[config.mk]
export PLATFORM = sky130hd
export DESIGN_NAME = mtkd_ctrl
export DESIGN_NICKNAME = d
export VERILOG_FILES = /design/src/sv/mt19937_keyed_byte_decrypt_top_defines.svh /design/src/sv/mtkd_pkg.sv /design/src/sv/mtkd_ctrl.sv
export SDC_FILE = /design/constraint.sdc
export NUM_CORES = 1
export LEC_CHECK = 0
export ABC_AREA = 1
export BUFFER_PORTS_ARGS = -buffer_cell sky130_fd_sc_hd__buf_2
export CELL_PAD_IN_SITES_DETAIL_PLACEMENT = 1
export CELL_PAD_IN_SITES_GLOBAL_PLACEMENT = 1
export CORE_AREA = 5 5 42 44
export CTS_CLUSTER_DIAMETER = 120
export DETAILED_ROUTE_END_ITERATION = 8
export DIE_AREA = 0 0 47 49
export GPL_TIMING_DRIVEN = 0
export PLACE_DENSITY_LB_ADDON = 0.25
export SLEW_MARGIN = 20
export SYNTH_ARGS = -nofsm -noshare
export SYNTH_HDL_FRONTEND = slang
export SYNTH_SLANG_ARGS = --single-unit
[constraint.sdc]
create_clock -name clock -period 1 [get_ports clock]
set_clock_uncertainty 0.2 [all_clocks]
set_input_delay 0.15 -clock clock [delete_from_list [all_inputs] [get_ports clock]]
set_output_delay 0.15 -clock clock [all_outputs]
set_load 0.1 [all_outputs]
[src/sv/mt19937_keyed_byte_decrypt_top_defines.svh]
// Assertion macros shared by the keyed byte decryptor RTL.
// Needs signals named clock and reset in the including module.
`ifndef MT19937_KEYED_BYTE_DECRYPT_TOP_DEFINES_SVH
`define MT19937_KEYED_BYTE_DECRYPT_TOP_DEFINES_SVH

// checked only outside reset
`define MTKD_ASSERT(lbl, prop, msg) \
   lbl: assert property (@(posedge clock) disable iff (reset) prop) else $error(msg);

// checked on every edge, reset included
`define MTKD_ASSERT_ALWAYS(lbl, prop, msg) \
   lbl: assert property (@(posedge clock) prop) else $error(msg);

`endif

[src/sv/mtkd_pkg.sv]
// Shared types, constants and twister functions for the keyed byte decryptor.
// No dependencies.
`default_nettype none
package mtkd_pkg;

   localparam int unsigned MT_N   = 624;
   localparam int unsigned MT_M   = 397;
   localparam int unsigned IDX_W  = 10;

   typedef logic [IDX_W-1:0] idx_type;

   localparam idx_type     IDX_LAST     = idx_type'(MT_N - 1);
   localparam idx_type     IDX_WRAP     = idx_type'(MT_N - MT_M);
   localparam idx_type     IDX_FAR      = idx_type'(MT_M);
   localparam logic [31:0] MT_MATRIX    = 32'h9908_B0DF;
   localparam logic [31:0] MT_UPPER     = 32'h8000_0000;
   localparam logic [31:0] MT_LOWER     = 32'h7FFF_FFFF;
   localparam logic [31:0] MT_INIT_MULT = 32'd1812433253;

   localparam logic [31:0] SEED_RESET  = 32'h0000_0000;
   localparam logic [7:0]  KEY_A_RESET = 8'hC5;
   localparam logic [7:0]  KEY_B_RESET = 8'h83;
   localparam logic [7:0]  DELTA_RESET = 8'h53;

   localparam logic KIND_RESTART = 1'b0;
   localparam logic KIND_DATA    = 1'b1;

   typedef enum logic [1:0] {
      CSR_SEED,
      CSR_KEY_A,
      CSR_KEY_B,
      CSR_DELTA
   } csr_index_type;

   typedef enum logic [1:0] {
      ST_SEED_START,
      ST_SEED,
      ST_IDLE,
      ST_MIX
   } state_type;

   typedef struct packed {
      logic seed_start;
      logic seed_step;
      logic restart;
      logic fetch;
      logic mix;
   } ctl_cmd_type;

   typedef struct packed {
      logic seed_done;
      logic out_stall;
   } ctl_sts_type;

   function automatic logic [31:0] mt_mix(input logic [31:0] hi, input logic [31:0] lo,
                                         input logic [31:0] far);
      logic [31:0] y;
      y = (hi & MT_UPPER) | (lo & MT_LOWER);
      return far ^ (y >> 1) ^ (y[0] ? MT_MATRIX : 32'h0);
   endfunction

   function automatic logic [31:0] mt_temper(input logic [31:0] w);
      logic [31:0] y;
      y = w;
      y = y ^ (y >> 11);
      y = y ^ ((y << 7) & 32'h9D2C_5680);
      y = y ^ ((y << 15) & 32'hEFC6_0000);
      y = y ^ (y >> 18);
      return y;
   endfunction

endpackage
`default_nettype wire

[src/sv/mtkd_ctrl.sv]
// Sequencer for seeding, restart and per-byte twister steps.
// Depends on mtkd_pkg.
`default_nettype none
module mtkd_ctrl import mtkd_pkg::*; (
   input  wire logic        clock,
   input  wire logic        reset,
   input  wire logic        req_valid,
   input  wire logic        req_kind,
   output logic             req_ready,
   input  wire ctl_sts_type sts,
   output ctl_cmd_type      cmd
);

   state_type state_ff, state_in;

   always_ff @(posedge clock) begin
      if (reset) begin
         state_ff <= ST_SEED_START;
      end else begin
         state_ff <= state_in;
      end
   end

   always_comb begin
      state_in = state_ff;
      case (state_ff)
         ST_SEED_START: state_in = ST_SEED;
         ST_SEED: begin
            if (sts.seed_done) state_in = ST_IDLE;
         end
         ST_IDLE: begin
            if (req_valid) state_in = (req_kind == KIND_DATA) ? ST_MIX : ST_SEED_START;
         end
         ST_MIX: begin
            if (!sts.out_stall) state_in = ST_IDLE;
         end
         default: state_in = ST_SEED_START;
      endcase
   end

   always_comb begin
      cmd       = '0;
      req_ready = 1'b0;
      case (state_ff)
         ST_SEED_START: cmd.seed_start = 1'b1;
         ST_SEED:       cmd.seed_step  = 1'b1;
         ST_IDLE: begin
            req_ready   = 1'b1;
            cmd.fetch   = req_valid && (req_kind == KIND_DATA);
            cmd.restart = req_valid && (req_kind == KIND_RESTART);
         end
         ST_MIX:        cmd.mix = !sts.out_stall;
         default:       cmd = '0;
      endcase
   end

endmodule
`default_nettype wire

==> impl_results.md <==
* PortBufs at 11
* Post-synth EDFFs at 0
* Later-pin clock latency in the skew report at 0.23 ns
* Cell area after layout at 475 sq um
* Final period util at 1.49
* Avg WL per Cell at roughly 9.2 microns
* Sequential share of the synthesized area at 0.260
* Drt total wl at between 500 and 600 microns
* Routability Congestion at around 0.63
* Required time of the critical path at 0.65 ns
* Reg clk slew, reported paths at ~0.04 ns
* Main flop type after synthesis: dfxtp_1
* RSZ-0062 raised after global routing: yes
* Die area at between 2000 and 2500 sq um
* Via density per instance at 3.83
* Syn nets at 32
* Total CTS buffers at 3
* Hold Fails Final Rpt at 0
* 1st-pass router iterations at 2
* R2R depth at 7
* GRT Overall Usage at 0.0584
* CTS H-tree depth at 1
* Remaining Overflow, GRT at 0
* Area Overhead vs Synth at 209%
* Slew Viols, Final at 0
* Synth Warn # at 0
* First-pass GRT wire length at around 900 microns
* Worst-case vdd ir drop at 549 uV
* NumNets Final at 55
* R2R Path Start: state_ff[1]
* Crit path time final at about 1.5 ns
* Max_slew headroom at 0.850
* Lkg Pwr at about 0.21 nW
* Clk sinks at 2
* Synth Instances at 26
* Largest Register: state_ff
* Mapped Area at approximately 150 sq um
* Height of the die at between 40 and 50 microns
* Initial Util at 0.110
* DPL Wire Length at 410 microns
* Hold path depth at 5
* Core Rows at 14
* Setup crit start: state_ff[1]
* Sum Neg Setup Slack at -3.33 ns
* Final setup viols at 8
* CP arrival at ~1.1 ns
* Async SR Flop Fraction at 0
* Reg2reg setup slack at -0.30 ns
* Least-Margin Pin Slew at between 0.2 and 0.25 ns
* Largest regs: state_ff x2
* Core area at 1400 sq um
* Max reg flops at 2
* # DRC at 0
* Critical path type: register to output pin
* Final worst slack at -0.494 ns
* Initial detailed-routing violation count at 1
* Clock Tree Buf Depth at 2
* Post-Syn Area per Cell at roughly 5.9 sq um
* Vias in the first global route at ~240
* Largest net degree at the start of global routing at 7
* Hold_ws at between 0.08 and 0.09 ns
* Root Buffer: clkbuf_4
* # diodes at 0
* Top post-synthesis cells by area: dfxtp_1 26%, nor3_2 13%, a21oi_1 9.8%, nand3_1 9.8%, nand2_1 9.8%
* Maxcap violations at 0
* Detail Route Antenna Nets at 0
* Critical Path Source Type: register
* Distinct cell type count after synthesis at 10
* Worst-path fanout max at 3
* Synth top area share at 0.260
* Outcome: finished, violations left
* Seq cells post-synth at 2
* Filler cells at between 150 and 200
* Die width at roughly 47 microns
* P per Cell Area at about 1900 nW/um^2
* Critical path capture point type: output pin
* Maximum clock rate at between 600 and 700 MHz
* Antenna violations before repair at 0
* Synth cell count leaders: 4 x nand2_1, 4 x nor2_1
* Number of placed I/O pins at 12
* CTS tree: done
* Vias at about 250
* Worst Setup EP: cmd[1]
* Share of cells above drive strength 1 at 0.792
* Reg-to-Reg End: state_ff[0]
* Synth area leader: dfxtp_1
* Placed instance area at between 200 and 300 sq um
* Failing checks: setup timing
* Type of the tightest min-delay check: primary input to register
-- per-stage QoR --
step                power [W]  utilization  instances  setup slack (ns)
floorplan            0.000420            -         26             -1.22
global placement     0.000477        0.184         53            -0.528
detailed placement   0.000476        0.184         53            -0.527
CTS                  0.000833        0.301         61            -0.510
global route         0.000951        0.339         64            -0.568
finish               0.000896        0.339         64            -0.494
-- worst min path at each step --
stage          startpoint     endpoint  slack [ns]
6_report           sts[1]  state_ff[1]        0.08
5_1_grt            sts[0]  state_ff[1]        0.13
4_1_cts            sts[1]  state_ff[1]        0.10
3_5_place_dp        reset  state_ff[1]        0.12
3_3_place_gp        reset  state_ff[1]        0.12
2_1_floorplan       reset  state_ff[1]        0.01
-- cell families (layout without fill, tap and decap cells) --
kind of cell           after synthesis  in the layout  synth area share
AO/OA/AOI/OAI                        3              3            0.0975
buffers and inverters                6             28             0.146
flip-flops                           2              2             0.260
AND/OR/NAND/NOR                     15             15             0.496
-- metal layers --
layer | GRT usage | share of wire
met1 | 0.0525 | 0.36
met2 | 0.0928 | 0.58
met3 | 0.0221 | 0.066
met4 | 0.0553 | 0
met5 | 0 | 0
-- where the power goes --
| part | internal (W) | switching, W | total [W] |
|---|---|---|---|
| registers | 0.0000990 | 0.0000227 | 0.000122 |
| clock network | 0.000148 | 0.0000514 | 0.000200 |
| logic | 0.000226 | 0.000349 | 0.000575 |
-- layout by cell type (no fill, tap or decap) --
cell type / synthesis / routed
buf_2: 0 / 5
buf_12: 0 / 5
buf_6: 0 / 4
inv_1: 3 / 3
nor2_4: 0 / 3
nand2_2: 0 / 3
clkbuf_4: 0 / 3
buf_4: 0 / 3
inv_2: 3 / 2
nor3_4: 0 / 2
nand3_2: 0 / 2
a21oi_2: 0 / 2
nor2_1: 4 / 2
dfxtp_4: 0 / 2
inv_4: 0 / 1
nor3_2: 2 / 1
a21oi_1: 3 / 1
nand3_1: 3 / 1
nand2_1: 4 / 1
clkbuf_1: 0 / 1
dlygate4sd3_1: 0 / 1
-- critical path, stage by stage, from the launching register on --
cell	delay (ns)
dfxtp_4	0.35
inv_4	0.04
nor2_4	0.10
inv_2	0.07
nor3_4	0.15
buf_12	0.20
-- area by class of cell --
cell class	instances	area, sq um	share of cell area
clock buffers	4	26.3	0.0553
repair buffers	18	203	0.426
flip-flops and latches	2	47.5	0.100
multi-input cells	18	154	0.324
well taps	16	20.0	0.0421
inverters	6	25.0	0.0526
-- timing repair --
item,CTS,global route
setup endpoints to repair,8,8
setup buffers,3,3
cloned,0,0
resized for setup,29,9
pin swaps,3,3
endpoints found under the hold margin,2,0
hold buffers,1,0
Power figures use the tool's default switching activity.
